File: src/hw/rtl/sls_pkg.sv
// ----------------------------------------------------------------------------
// Solar lighting supervisor package
// Types, register indices and reset constants shared by the supervisor.
// ----------------------------------------------------------------------------
package sls_pkg;

  localparam int ADC_BITS_DEF   = 12;
  localparam int TIMER_BITS_DEF = 24;
  localparam int DET_W          = 24;
  localparam int ELAPSED_W      = 16;
  localparam int CFG_IDX_W      = 3;

  localparam int RST_MORNING  = 2000;
  localparam int RST_NIGHT    = 1000;
  localparam int RST_START    = 2500;
  localparam int RST_DET_TIME = 60000;
  localparam int RST_BAT_LOW  = 2800;
  localparam int RST_BAT_HIGH = 3000;

  typedef enum logic [CFG_IDX_W-1:0] {
    REG_MORNING  = 3'd0,
    REG_NIGHT    = 3'd1,
    REG_START    = 3'd2,
    REG_DET_TIME = 3'd3,
    REG_BAT_LOW  = 3'd4,
    REG_BAT_HIGH = 3'd5,
    REG_LI_MODE  = 3'd6
  } cfg_reg_e;

  typedef enum logic [1:0] {
    CLASS_MORNING  = 2'd0,
    CLASS_UNSTABLE = 2'd1,
    CLASS_NIGHT    = 2'd2
  } light_class_e;

  typedef enum logic [1:0] {
    LVL_OFF    = 2'd0,
    LVL_DIM    = 2'd1,
    LVL_BRIGHT = 2'd2
  } lighting_e;

  typedef struct packed {
    light_class_e cls;
    logic         flag;
  } day_st_t;

endpackage

File: src/hw/rtl/sls_daylight.sv
// ----------------------------------------------------------------------------
// Daylight qualifier
// Classes the panel sample and qualifies the daylight flag with a timer.
// ----------------------------------------------------------------------------
module sls_daylight import sls_pkg::*; #(
  parameter int ADC_BITS   = ADC_BITS_DEF,
  parameter int TIMER_BITS = TIMER_BITS_DEF
) (
  input  day_st_t                st_i,
  input  logic [TIMER_BITS-1:0]  timer_i,
  input  logic [ELAPSED_W-1:0]   elapsed_i,
  input  logic [ADC_BITS-1:0]    panel_i,
  input  logic                   rest_i,
  input  logic [ADC_BITS-1:0]    morning_thr_i,
  input  logic [ADC_BITS-1:0]    night_thr_i,
  input  logic [DET_W-1:0]       det_time_i,
  output day_st_t                st_o,
  output logic [TIMER_BITS-1:0]  timer_o
);

  localparam int CMP_W = (TIMER_BITS > DET_W) ? TIMER_BITS : DET_W;

  logic [TIMER_BITS:0]   sum;
  logic [TIMER_BITS-1:0] sat;
  logic [CMP_W-1:0]      timer_wide;
  logic [CMP_W-1:0]      det_wide;
  light_class_e          cls;

  assign sum        = {1'b0, timer_i} + (TIMER_BITS+1)'(elapsed_i);
  assign sat        = sum[TIMER_BITS] ? '1 : sum[TIMER_BITS-1:0];
  assign timer_wide = CMP_W'(timer_i);
  assign det_wide   = CMP_W'(det_time_i);

  always_comb begin
    if (panel_i > morning_thr_i) begin
      cls = CLASS_MORNING;
    end else if (panel_i < night_thr_i) begin
      cls = CLASS_NIGHT;
    end else begin
      cls = CLASS_UNSTABLE;
    end
  end

  always_comb begin
    st_o    = st_i;
    timer_o = timer_i;
    if (timer_wide <= det_wide) begin
      timer_o = sat;
    end else if (st_i.cls != CLASS_UNSTABLE) begin
      st_o.flag = (st_i.cls == CLASS_MORNING);
    end
    if (rest_i) begin
      if (cls != st_i.cls || cls == CLASS_UNSTABLE) begin
        timer_o = '0;
      end
      st_o.cls = cls;
    end
  end

endmodule

File: src/hw/rtl/solar_lighting_supervisor.sv
// ----------------------------------------------------------------------------
// Solar lighting supervisor
// Per-tick daylight qualification, lighting, load, charger and current control.
// ----------------------------------------------------------------------------
// One input item is one control tick. It is taken into an input register, the
// whole tick is evaluated in one pass and the result lands in an output
// register, so a result is presented after the input and output registers, and
// one item can be accepted every cycle without a stall. Each tick updates the
// light class, qualify timer, daylight flag, lighting level and current
// select. The output register holds a result until taken; meanwhile the input
// register takes one more item and then the input stalls. Configuration writes
// take effect at once and are expected only while no item is in flight.
module solar_lighting_supervisor import sls_pkg::*; #(
  parameter int ADC_BITS   = ADC_BITS_DEF,
  parameter int TIMER_BITS = TIMER_BITS_DEF,
  localparam int CFG_W     = (ADC_BITS > DET_W) ? ADC_BITS : DET_W
) (
  input  logic                  clk_i,
  input  logic                  rst_ni,
  input  logic                  cfg_we_i,
  input  logic [CFG_IDX_W-1:0]  cfg_idx_i,
  input  logic [CFG_W-1:0]      cfg_wdata_i,
  input  logic                  in_valid_i,
  output logic                  in_ready_o,
  input  logic [ELAPSED_W-1:0]  elapsed_ms_i,
  input  logic [ADC_BITS-1:0]   panel_adc_i,
  input  logic [ADC_BITS-1:0]   battery_adc_i,
  input  logic                  presence_i,
  input  logic                  rest_ended_i,
  input  logic                  charger_halted_i,
  output logic                  out_valid_o,
  input  logic                  out_ready_i,
  output logic [1:0]            lighting_level_o,
  output logic                  load_on_o,
  output logic                  charger_start_o,
  output logic                  fast_charge_o,
  output logic                  daylight_o,
  output logic                  restart_schedule_o
);

  // configuration
  logic [ADC_BITS-1:0] morning_thr_q, night_thr_q, start_thr_q;
  logic [ADC_BITS-1:0] bat_low_q, bat_high_q;
  logic [DET_W-1:0]    det_time_q;
  logic                li_mode_q;

  always_ff @(posedge clk_i or negedge rst_ni) begin
    if (!rst_ni) begin
      morning_thr_q <= ADC_BITS'(RST_MORNING);
      night_thr_q   <= ADC_BITS'(RST_NIGHT);
      start_thr_q   <= ADC_BITS'(RST_START);
      det_time_q    <= DET_W'(RST_DET_TIME);
      bat_low_q     <= ADC_BITS'(RST_BAT_LOW);
      bat_high_q    <= ADC_BITS'(RST_BAT_HIGH);
      li_mode_q     <= 1'b0;
    end else if (cfg_we_i) begin
      case (cfg_reg_e'(cfg_idx_i))
        REG_MORNING:  morning_thr_q <= cfg_wdata_i[ADC_BITS-1:0];
        REG_NIGHT:    night_thr_q   <= cfg_wdata_i[ADC_BITS-1:0];
        REG_START:    start_thr_q   <= cfg_wdata_i[ADC_BITS-1:0];
        REG_DET_TIME: det_time_q    <= cfg_wdata_i[DET_W-1:0];
        REG_BAT_LOW:  bat_low_q     <= cfg_wdata_i[ADC_BITS-1:0];
        REG_BAT_HIGH: bat_high_q    <= cfg_wdata_i[ADC_BITS-1:0];
        REG_LI_MODE:  li_mode_q     <= cfg_wdata_i[0];
        default: ;
      endcase
    end
  end

  // input register
  logic                 s1_valid_q, s1_valid_d, s1_adv, in_acc;
  logic [ELAPSED_W-1:0] s1_elapsed_q;
  logic [ADC_BITS-1:0]  s1_panel_q, s1_battery_q;
  logic                 s1_presence_q, s1_rest_q, s1_stopped_q;
  logic                 out_valid_q, out_valid_d;

  assign s1_adv     = s1_valid_q && (!out_valid_q || out_ready_i);
  assign in_ready_o = !s1_valid_q || s1_adv;
  assign in_acc     = in_valid_i && in_ready_o;

  always_comb begin
    s1_valid_d = s1_valid_q;
    if (in_acc) begin
      s1_valid_d = 1'b1;
    end else if (s1_adv) begin
      s1_valid_d = 1'b0;
    end
  end

  always_comb begin
    out_valid_d = out_valid_q;
    if (s1_adv) begin
      out_valid_d = 1'b1;
    end else if (out_ready_i) begin
      out_valid_d = 1'b0;
    end
  end

  always_ff @(posedge clk_i) begin
    if (in_acc) begin
      s1_elapsed_q  <= elapsed_ms_i;
      s1_panel_q    <= panel_adc_i;
      s1_battery_q  <= battery_adc_i;
      s1_presence_q <= presence_i;
      s1_rest_q     <= rest_ended_i;
      s1_stopped_q  <= charger_halted_i;
    end
  end

  // tick evaluation
  day_st_t               day_q, day_d;
  logic [TIMER_BITS-1:0] timer_q, timer_d;
  lighting_e             lvl_q, lvl_d;
  logic                  cur_q, cur_d;
  logic                  restart_d, start_d, load_d;

  sls_daylight #(
    .ADC_BITS   (ADC_BITS),
    .TIMER_BITS (TIMER_BITS)
  ) u_daylight (
    .st_i          (day_q),
    .timer_i       (timer_q),
    .elapsed_i     (s1_elapsed_q),
    .panel_i       (s1_panel_q),
    .rest_i        (s1_rest_q),
    .morning_thr_i (morning_thr_q),
    .night_thr_i   (night_thr_q),
    .det_time_i    (det_time_q),
    .st_o          (day_d),
    .timer_o       (timer_d)
  );

  always_comb begin
    lvl_d     = lvl_q;
    restart_d = 1'b0;
    if (lvl_d != LVL_OFF && day_d.flag) begin
      lvl_d = LVL_OFF;
    end
    if (lvl_d == LVL_OFF && !day_d.flag) begin
      lvl_d     = LVL_DIM;
      restart_d = 1'b1;
    end
    if (s1_presence_q && lvl_d == LVL_DIM) begin
      lvl_d = LVL_BRIGHT;
    end
    if (!s1_presence_q && lvl_d == LVL_BRIGHT) begin
      lvl_d = LVL_DIM;
    end
  end

  assign start_d = s1_stopped_q && (s1_panel_q > start_thr_q) && s1_rest_q;
  assign load_d  = (lvl_d != LVL_OFF);

  always_comb begin
    cur_d = cur_q;
    if (li_mode_q) begin
      if (s1_battery_q < bat_low_q) begin
        cur_d = 1'b0;
      end
      if (s1_battery_q > bat_high_q) begin
        cur_d = 1'b1;
      end
    end
  end

  always_ff @(posedge clk_i or negedge rst_ni) begin
    if (!rst_ni) begin
      s1_valid_q  <= 1'b0;
      out_valid_q <= 1'b0;
      day_q       <= '{cls: CLASS_UNSTABLE, flag: 1'b1};
      timer_q     <= '0;
      lvl_q       <= LVL_OFF;
      cur_q       <= 1'b1;
    end else begin
      s1_valid_q  <= s1_valid_d;
      out_valid_q <= out_valid_d;
      if (s1_adv) begin
        day_q   <= day_d;
        timer_q <= timer_d;
        lvl_q   <= lvl_d;
        cur_q   <= cur_d;
      end
    end
  end

  // result register
  logic [1:0] out_lvl_q;
  logic       out_load_q, out_start_q, out_cur_q, out_day_q, out_restart_q;

  always_ff @(posedge clk_i) begin
    if (s1_adv) begin
      out_lvl_q     <= lvl_d;
      out_load_q    <= load_d;
      out_start_q   <= start_d;
      out_cur_q     <= cur_d;
      out_day_q     <= day_d.flag;
      out_restart_q <= restart_d;
    end
  end

  assign out_valid_o        = out_valid_q;
  assign lighting_level_o   = out_lvl_q;
  assign load_on_o          = out_load_q;
  assign charger_start_o    = out_start_q;
  assign fast_charge_o      = out_cur_q;
  assign daylight_o         = out_day_q;
  assign restart_schedule_o = out_restart_q;

endmodule

File: config.mk
export PLATFORM = sky130hd
export DESIGN_NAME = solar_lighting_supervisor
export DESIGN_NICKNAME = d
export VERILOG_FILES = /design/src/hw/rtl/sls_pkg.sv /design/src/hw/rtl/sls_daylight.sv /design/src/hw/rtl/solar_lighting_supervisor.sv
export SDC_FILE = /design/constraint.sdc
export NUM_CORES = 1
export LEC_CHECK = 0
export ABC_AREA = 1
export BUFFER_PORTS_ARGS = -buffer_cell sky130_fd_sc_hd__buf_4
export CAP_MARGIN = 40
export CORE_MARGIN = 5
export CORE_UTILIZATION = 35
export CTS_CLUSTER_DIAMETER = 120
export DETAILED_ROUTE_END_ITERATION = 7
export SLEW_MARGIN = 40
export SYNTH_ARGS = -nofsm -noshare
export SYNTH_HDL_FRONTEND = slang
export SYNTH_SLANG_ARGS = --single-unit
export TNS_END_PERCENT = 5
File: constraint.sdc
create_clock -name clk_i -period 4.93 [get_ports clk_i]
set_clock_uncertainty 0.2 [all_clocks]
set_input_delay 0.2465 -clock clk_i [delete_from_list [all_inputs] [get_ports clk_i]]
set_output_delay 0.2465 -clock clk_i [all_outputs]
set_load 0.01 [all_outputs]
==> results_dict.tcl, run 1 <==
set metrics [dict create \
    cts-root-buf "clkbuf_16" \
    yosys_register_bits 167 \
    cts_tree "built" \
    use_met2_pct 26.55 \
    place_ws_ns 2.096 \
    dp_hpwl_um 18740 \
    clock_path_buffers 2 \
    worstPathMaxFanout 33 \
    nNetsFinal 1580 \
    hold_viol 0 \
    dr.pass1.iters 5 \
    cp_common_cell "nand2_1" \
    clock_sink_count 167 \
    worst_pin_slew_ns 0.7625 \
    yosys_most_used_dff "dfrtp_1" \
    ctsHtreeMaxLevel 4 \
    cp-start-kind "register" \
    cp_cell_sequence "inv_1 > ha_1 > nand2_1 > nor2_1 > nand4_1 > nor2_1 > nand2_1 > nand3_1 > nand2_2 > inv_2 > nand2_1 > o21ai_1 > o21bai_2" \
    grt-ovfl-total 0 \
    slew_headroom_pct 49.05 \
    cpLargestDelayFamily "simple AND/OR/NAND/NOR gates" \
    setup_tns_ns 0 \
    min-delay-start "cfg_wdata_i[10]" \
    place_congestion 0.9177 \
    clock_latency_ns 0.43 \
    r2r-start "det_time_q[15]" \
    grtUsageTotal_pct 15.77 \
    layout_common_cells "nand2_1, inv_1, ha_1" \
    max_stage_delay_ns 0.52 \
    required_ns 5.03 \
    busiest_layer "met2" \
    synth_cells 1262 \
    vias_per_cell 4.608 \
    r2r_cells 13 \
    antenna_found_initial 0 \
    die_h_um 179.8 \
    post-route-drc-count 0 \
    crit_slowest_cell "dfstp_2" \
    die_area_mm2 0.03232 \
    detail_route.wl_per_cell_um 13.94 \
    post-route-min-period_ns 2.827 \
    wirelength_um 25130 \
    syn_area_mm2 0.01009 \
    power_density_mw_per_mm2 435.1 \
    cts_buffers 17 \
    post-route-period-util_pct 57.35 \
    hold_path_end "bat_high_q[10]" \
    grt_pass1_vias 8346 \
    cap_violations 0 \
    status "finished clean" \
    ys_types 43 \
    whs_path_depth 3 \
    fmax_mhz 353.7 \
    area_delta_synth_final_pct 22.27 \
    synth_warnings 0 \
    antenna_left 0 \
    finalSetupViolCount 0 \
    syn_nets 1436 \
    p_leak_nw 6.263 \
    use_met1_pct 21.44 \
    critPathKind "register to register" \
    grt_use_met3_pct 2.425 \
    clkTransAtPathRegs_ns 0.08 \
    ios 84 \
    n_antenna_cell 0 \
    grt_pass1_wl_um 41990 \
    hold_path.class "primary input to register" \
    avgSynthCellArea_um2 7.993 \
    final_common_cell "nand2_1" \
    post_cts_buffers 0 \
    rows 62 \
    cp-end-kind "register" \
    coreArea_mm2 0.02855 \
    grt_max_degree 79 \
    initial_core_util_pct 35.33 \
    drt_iter0_drc 480 \
    synth-edff-count 50 \
    slew_viol_final 0 \
    rsz0062_at_grt "false" \
    peakVddDrop_v 0.0002507 \
    r2r_end "timer_q[11]" \
    die_x_um 179.8 \
    worst-path-buf-inv 2 \
    setup_slack_ns 2.103 \
    vias 8308 \
    io_buffer_count 83 \
    drive_gt1_share_pct 13.81 \
    regToRegSetupSlack_ns 2.10 \
    seq_area_frac_synth_pct 44.41 \
    critPathArrivalTime_ns 2.93 \
    ys_async_sr_fraction_pct 70.06 \
]
-- cell families (layout without fill, tap and decap cells) --
kind of cell / after synthesis / count (layout) / synth area share [%]
compound gates: 179 / 179 / 10.08
xor+xnor: 7 / 7 / 0.6078
fa+ha+maj: 99 / 99 / 12.35
buf+inv: 255 / 412 / 9.811
flops: 167 / 167 / 44.41
simple gates: 555 / 555 / 22.74
-- cells in the mapped netlist (2+ instances only) --
| master | instances | share of area, % |
|---|---|---|
| nand2_4 | 3 | 0.33 |
| xnor2_1 | 6 | 0.52 |
| o21ai_1 | 12 | 0.60 |
| o21bai_1 | 10 | 0.74 |
| dfstp_2 | 40 | 10 |
| dfrtp_1 | 77 | 19 |
| a21oi_1 | 52 | 2.6 |
| inv_2 | 8 | 0.30 |
| o21ai_0 | 82 | 4.1 |
| ha_1 | 98 | 12 |
| nand2_1 | 367 | 14 |
| edfxtp_1 | 50 | 15 |
| buf_6 | 3 | 0.33 |
| nor4_1 | 2 | 0.12 |
| inv_1 | 221 | 8.2 |
| o21bai_2 | 10 | 1.1 |
| nand2_2 | 5 | 0.31 |
| nor2_1 | 92 | 3.4 |
| clkbuf_1 | 17 | 0.63 |
| a211oi_1 | 2 | 0.15 |
| buf_2 | 4 | 0.20 |
| nand4_1 | 20 | 1.2 |
| nand3_1 | 55 | 2.7 |
| nand3_2 | 2 | 0.20 |
| a21oi_2 | 2 | 0.17 |
| nor3_1 | 2 | 0.099 |
| a21o_1 | 4 | 0.30 |
-- sequential cells by signal, indices dropped and copies added, names as in the netlist, 2 cells and up --
name	count
morning_thr_q	12
s1_battery_q	12
bat_high_q	12
s1_panel_q	12
day_q	3
timer_q	24
lvl_q	2
det_time_q	24
start_thr_q	12
bat_low_q	12
night_thr_q	12
lighting_level_o	2
s1_elapsed_q	16
-- worst max path at each step --
stage / start / to / cells past startpoint
after floorplan: timer_q[0] / timer_q[16] / 17
after global placement: det_time_q[6] / timer_q[14] / 11
after detailed placement: det_time_q[15] / timer_q[11] / 13
after CTS: det_time_q[6] / timer_q[13] / 11
after global routing: det_time_q[15] / restart_schedule_o / 12
final: det_time_q[15] / timer_q[11] / 13
-- worst min-delay path, cell delays in order --
cell     delay [ns]
buf_4          0.08
inv_1          0.11
o21ai_0        0.18
-- power by group --
group          switching, mW  total [mW]  leakage (nW)  internal (mW)
logic                   1.19        1.98          4.11          0.790
registers              0.252        2.02          1.86           1.77
clock network          0.602        1.36         0.287          0.762
-- per-stage QoR --
stage / total power [mW] / cell area, um^2 / cells / hold WS [ns] / utilization (%)
after global routing: 5.799 / 12330 / 1803 / 0.04223 / 43.20
final: 5.366 / 12330 / 1803 / 0.02619 / 43.20
after detailed placement: 3.979 / 11100 / 1707 / -0.1415 / 38.87
after CTS: 5.407 / 12320 / 1802 / 0.01738 / 43.16
after floorplan: 3.396 / 10090 / 1262 / -0.2491 / -
after global placement: 3.934 / 11090 / 1707 / -0.1465 / 38.85
-- area by class of cell --
class                   count  area (um^2)
clock inverters            14        165.2
inverters                 229        862.1
multi-input cells         840         4618
flip-flops and latches    167         4479
fillers                  2918        16210
well taps                 384        480.5
repair buffers            151         1299
clock buffers              18        429.2
-- what timing repair did --
action,in CTS,in global routing
gates resized for setup,0,0
hold buffers,63,0
hold endpoints to repair,138,0
setup endpoints to repair,0,0
-- layer usage --
layer / wire length, um / up-vias
li1: - / 4305
met1: 12190 / 3842
met2: 11720 / 139
met3: 807 / 22
met4: 417 / 0
met5: 0 / -
No activity file was read; power rests on OpenSTA's default activity.
==> run 2, diff against run 1 <==
==> constraint.sdc (replaced) <==
create_clock -name clk_i -period 2.79 [get_ports clk_i]
set_clock_uncertainty 0.2 [all_clocks]
set_input_delay 0.1395 -clock clk_i [delete_from_list [all_inputs] [get_ports clk_i]]
set_output_delay 0.1395 -clock clk_i [all_outputs]
set_load 0.01 [all_outputs]
==> results_dict.tcl, run 2 (synthesis gave the netlist of run 1 again) <==
set metrics [dict create \
    status "finished clean" \
    top_regs "det_time_q (24), timer_q (24), s1_elapsed_q (16)" \
    cts_tree "built" \
    io_buffer_count 83 \
    slew_viol_final 0 \
    grt-ovfl-total 0 \
    nNetsFinal 1601 \
    final_area_mm2 0.01255 \
    post_cts_buffers 0 \
    power_frac_seq_pct 37.3 \
    drive_gt1_share_pct 14.37 \
    drt_iter0_drc 481 \
    initial_core_util_pct 35.33 \
    critPathKind "register to register" \
    vias_per_cell 4.601 \
    intPower_mw 5.773 \
    rsz0062_at_grt "true" \
    final_cells 1824 \
    layout_common_cells "nand2_1, inv_1, ha_1" \
    area_delta_synth_final_pct 24.39 \
    fmax_mhz 391.2 \
    antenna_found_initial 0 \
    ios 84 \
    die_h_um 179.8 \
    r2r_cells 13 \
    vias 8393 \
    post-route-min-period_ns 2.556 \
    cp_cell_sequence "inv_1 > ha_1 > nand2_1 > nor2_1 > nand4_1 > nor2_1 > nand2_1 > nand3_1 > nand2_2 > inv_2 > nand2_1 > o21ai_1 > o21bai_2" \
    cap_violations 0 \
    worst_pin_slew_ns 0.7384 \
    rows 62 \
    place_congestion 0.9241 \
    dp_hpwl_um 18900 \
    worstPathMaxFanout 18 \
    cts-root-buf "clkbuf_16" \
    post-route-period-util_pct 91.63 \
    crit_slowest_cell "dfstp_2" \
    switching_share_pct 39.09 \
    die_area_mm2 0.03232 \
    slew_headroom_pct 50.65 \
    detail_route.wl_per_cell_um 13.94 \
    finalSetupViolCount 0 \
    power_switching_mw 3.704 \
    clkTransAtPathRegs_ns 0.08 \
    peakVddDrop_v 0.0004542 \
    n_antenna_cell 0 \
    clock_latency_ns 0.44 \
    grt_pass1_wl_um 43040 \
    cp_common_cell "nand2_1" \
    antenna_left 0 \
    critPathArrivalTime_ns 2.67 \
    ctsHtreeMaxLevel 4 \
    wirelength_um 25430 \
    cp-end-kind "register" \
    placedInstanceArea_mm2 0.01118 \
    final_common_cell "nand2_1" \
    grt_max_degree 51 \
    power_frac_clock_pct 24.8 \
    coreArea_mm2 0.02855 \
    die_x_um 179.8 \
    grtUsageTotal_pct 16.36 \
    cts_buffers 17 \
    clock_path_buffers 2 \
    post-route-drc-count 0 \
    power_density_mw_per_mm2 755.4 \
    hold_viol 0 \
    hold_path.class "primary input to async pin" \
    cp-start-kind "register" \
    comb_power_share_pct 37.9 \
    p_leak_nw 6.349 \
    clock_sink_count 167 \
    grt_pass1_vias 8444 \
    max_stage_delay_ns 0.52 \
    required_ns 2.90 \
    dp_cells 1716 \
    dr.pass1.iters 5 \
]
run 2: area by class of cell:
class	instances	area (um^2)
clock inverters	15	155.1
fillers	2880	16000
well taps	384	480.5
inverters	229	859.6
flip-flops and latches	167	4479
multi-input cells	840	4639
clock buffers	17	425.4
repair buffers	172	1508
run 2: metrics by stage:
step | setup WS [ns] | hold slack (ns) | util (%) | power [mW] | setup TNS, ns
floorplan | 0.5284 | -0.3561 | - | 6.000 | 0
global placement | 0.2791 | 0.02587 | 39.17 | 6.972 | 0
detailed placement | 0.2127 | 0.03003 | 39.17 | 7.051 | 0
CTS | 0.1970 | 0.09649 | 43.84 | 9.554 | 0
global route | -0.005780 | 0.1313 | 43.95 | 10.31 | -0.005780
finish | 0.2336 | 0.07740 | 43.95 | 9.478 | 0
run 2: worst max-delay path: cells and delay by family, from the launching register on:
| kind | cells | cell delay (ns) |
|---|---|---|
| and+or+nand+nor | 8 | 0.89 |
| DFF | 1 | 0.52 |
| buffers and inverters | 2 | 0.34 |
| adders and majority gates | 1 | 0.28 |
| AOI/OAI and AO/OA | 2 | 0.20 |
run 2: repair_timing:
item | 4_1_cts | 5_1_grt
hold buffers | 75 | 0
endpoints found under the hold margin | 177 | 0
endpoints found under the setup margin | 0 | 6
gates resized for setup | 0 | 3
run 2: final timing paths:
path | startpoint | to | slack, ns
min in group clk_i | cfg_idx_i[1] | night_thr_q[6] | 0.08
setup reg to reg | det_time_q[15] | timer_q[10] | 0.23
setup / recovery | det_time_q[15] | timer_q[10] | 0.23
hold / removal | rst_ni | night_thr_q[4] | 0.08
max in group asynchronous | rst_ni | bat_low_q[6] | 1.45
hold reg to reg | morning_thr_q[5] | morning_thr_q[5] | 0.28
run 2: power groups by stage:
stage	Sequential (mW)	Clock (mW)	Combinational [mW]
after floorplan	3.43	0	2.57
after global placement	3.57	0	3.41
after detailed placement	3.57	0	3.48
after CTS	3.53	2.42	3.60
after global routing	3.60	2.52	4.19
final	3.54	2.35	3.59
run 2: routing by layer:
metal	part of all wire, %	global-route usage, %	routed length (um)
met3	3.1	2.506	795
met4	1.5	4.145	394
met2	48	28.02	12130
met5	0	0	0
met1	48	21.78	12110
==> run 3, diff against run 2 <==
--- a/config.mk
+++ b/config.mk
@@ -6,12 +6,13 @@
 export NUM_CORES = 1
 export LEC_CHECK = 0
 export ABC_AREA = 1
-export BUFFER_PORTS_ARGS = -buffer_cell sky130_fd_sc_hd__buf_4
+export BUFFER_PORTS_ARGS = -buffer_cell sky130_fd_sc_hd__clkbuf_2
 export CAP_MARGIN = 40
 export CORE_MARGIN = 5
 export CORE_UTILIZATION = 35
 export CTS_CLUSTER_DIAMETER = 120
 export DETAILED_ROUTE_END_ITERATION = 7
+export MAX_ROUTING_LAYER = met4
 export SLEW_MARGIN = 40
 export SYNTH_ARGS = -nofsm -noshare
 export SYNTH_HDL_FRONTEND = slang
==> results_dict.tcl, run 3 (synthesis gave the netlist of run 1 again) <==
set metrics [dict create \
    power_frac_clock_pct 26.7 \
    post-route-drc-count 0 \
    die_h_um 179.8 \
    intPower_mw 5.992 \
    worst_pin_slew_ns 0.7495 \
    finalSetupViolCount 0 \
    cp_cell_sequence "inv_1 > ha_1 > nand2_1 > nand2_1 > a21oi_1 > nand2_1 > a21oi_2 > nand3_1 > nand2_1 > nand2_2 > nand2_4 > nand2_4 > o21bai_1" \
    r2r_end "timer_q[3]" \
    coreArea_mm2 0.02855 \
    die_area_mm2 0.03232 \
    final_area_mm2 0.01239 \
    fmax_mhz 396.8 \
    post-route-util_pct 43.39 \
    io_buffer_count 83 \
    cap_violations 0 \
    slew_headroom_pct 49.91 \
    clock_path_buffers 2 \
    comb_power_share_pct 36.7 \
    antenna_found_initial 0 \
    clock_latency_ns 0.44 \
    power_switching_mw 3.688 \
    ctsHtreeMaxLevel 4 \
    grt_max_degree 56 \
    drive_gt1_share_pct 14.51 \
    switching_share_pct 38.10 \
    slew_viol_final 0 \
    vias_per_cell 4.582 \
    cp-end-kind "register" \
    power_density_mw_per_mm2 781.4 \
    rows 62 \
    drt_iter0_drc 542 \
    cts_buffers 17 \
    power_frac_seq_pct 36.6 \
    ios 84 \
    required_ns 2.95 \
    grt_pass1_wl_um 42810 \
    grt_pass1_vias 8456 \
    fill_cells 2903 \
    layout_common_cells "nand2_1, inv_1, ha_1" \
    cp-startpoint "night_thr_q[9]" \
    max_stage_delay_ns 0.53 \
    p_leak_nw 6.313 \
    n_antenna_cell 0 \
    cp_common_cell "nand2_1" \
    area_delta_synth_final_pct 22.80 \
    setup_tns_ns 0 \
    placedInstanceArea_mm2 0.01098 \
    die_x_um 179.8 \
    post-route-period-util_pct 90.33 \
    post-route-min-period_ns 2.520 \
    detail_route.wl_per_cell_um 14.03 \
    hold_path.class "primary input to async pin" \
    antenna_left 0 \
    rsz0062_at_grt "false" \
    hold_viol 0 \
    vias 8358 \
    cts-root-buf "clkbuf_16" \
    clkTransAtPathRegs_ns 0.07 \
    initial_core_util_pct 35.33 \
    critPathArrivalTime_ns 2.68 \
    nNetsFinal 1601 \
    peakVddDrop_v 0.0004630 \
    r2r_cells 13 \
    wirelength_um 25590 \
    dp_hpwl_um 18870 \
    critPathKind "register to register" \
    cts_tree "built" \
    clock_sink_count 167 \
    top_regs "det_time_q (24), timer_q (24), s1_elapsed_q (16)" \
    status "finished clean" \
    r2r-start "night_thr_q[9]" \
    place_congestion 0.8881 \
    grtUsageTotal_pct 16.88 \
    worstPathMaxFanout 19 \
    grt-ovfl-total 0 \
    crit_slowest_cell "dfstp_2" \
    dr.pass1.iters 6 \
    regToRegSetupSlack_ns 0.27 \
    final_common_cell "nand2_1" \
    cp-start-kind "register" \
]
run 3: cell count changes in the layout (fill, tap and decap cells not counted), moves of 2 or more:
cell / previous run / this run
buf_4: 94 / 13
bufinv_16: 0 / 3
clkbuf_2: 0 / 82
inv_4: 2 / 0
run 3: cell type report:
cell class | count | area (um^2) | area share, %
Inverter | 229 | 859.6 | 6.939
Tap cell | 384 | 480.5 | 3.879
Clock inverter | 15 | 211.5 | 1.707
Clock buffer | 17 | 425.4 | 3.434
Sequential cell | 167 | 4479 | 36.16
Multi-Input combinational cell | 840 | 4632 | 37.39
Timing Repair Buffer | 172 | 1299 | 10.48
run 3: worst max-delay path: cells and delay by family (launching register included):
family / cells / cell delay, ns
AND/OR/NAND/NOR: 8 / 0.78
AO/OA/AOI/OAI: 3 / 0.60
flip-flops: 1 / 0.53
adder cells (fa/ha/maj): 1 / 0.29
buffers and inverters: 1 / 0.04
run 3: stage by stage:
step	setup slack (ns)	hold slack (ns)	power, mW	instances
global placement	0.2804	-0.05843	6.937	1716
finish	0.2698	0.01229	9.680	1824
CTS	0.2049	0.002681	9.754	1823
global route	0.008709	0.05186	10.47	1824
floorplan	0.5284	-0.3561	6.000	1262
detailed placement	0.2221	-0.04928	7.017	1716
run 3: power groups by stage:
stage          clock network, mW  logic [mW]  registers [mW]
2_1_floorplan                  0        2.57            3.43
3_3_place_gp                   0        3.36            3.57
3_5_place_dp                   0        3.43            3.59
4_1_cts                     2.67        3.55            3.54
5_1_grt                     2.74        4.13            3.60
6_report                    2.59        3.55            3.55
run 3: repair_timing:
action | CTS | global route
resized for setup | 0 | 4
buffers inserted | 0 | 1
hold endpoints to repair | 210 | 0
setup endpoints to repair | 0 | 10
hold buffers | 75 | 0
run 3: metal layers:
| layer | vias up | global-route usage, % | routed length (um) |
|---|---|---|---|
| li1 | 4341 | - | - |
| met1 | 3815 | 21.76 | 12110 |
| met2 | 170 | 27.64 | 11890 |
| met3 | 32 | 2.708 | 1118 |
| met4 | 0 | 4.846 | 473 |
| met5 | - | - | 0 |
run 3: worst max path at each step:
stage,to,slack [ns],cells after the start
global placement,timer_q[15],0.28,16
global route,timer_q[16],0.009,14
CTS,timer_q[15],0.20,16
finish,timer_q[3],0.27,13
detailed placement,timer_q[15],0.22,16
floorplan,timer_q[16],0.53,17
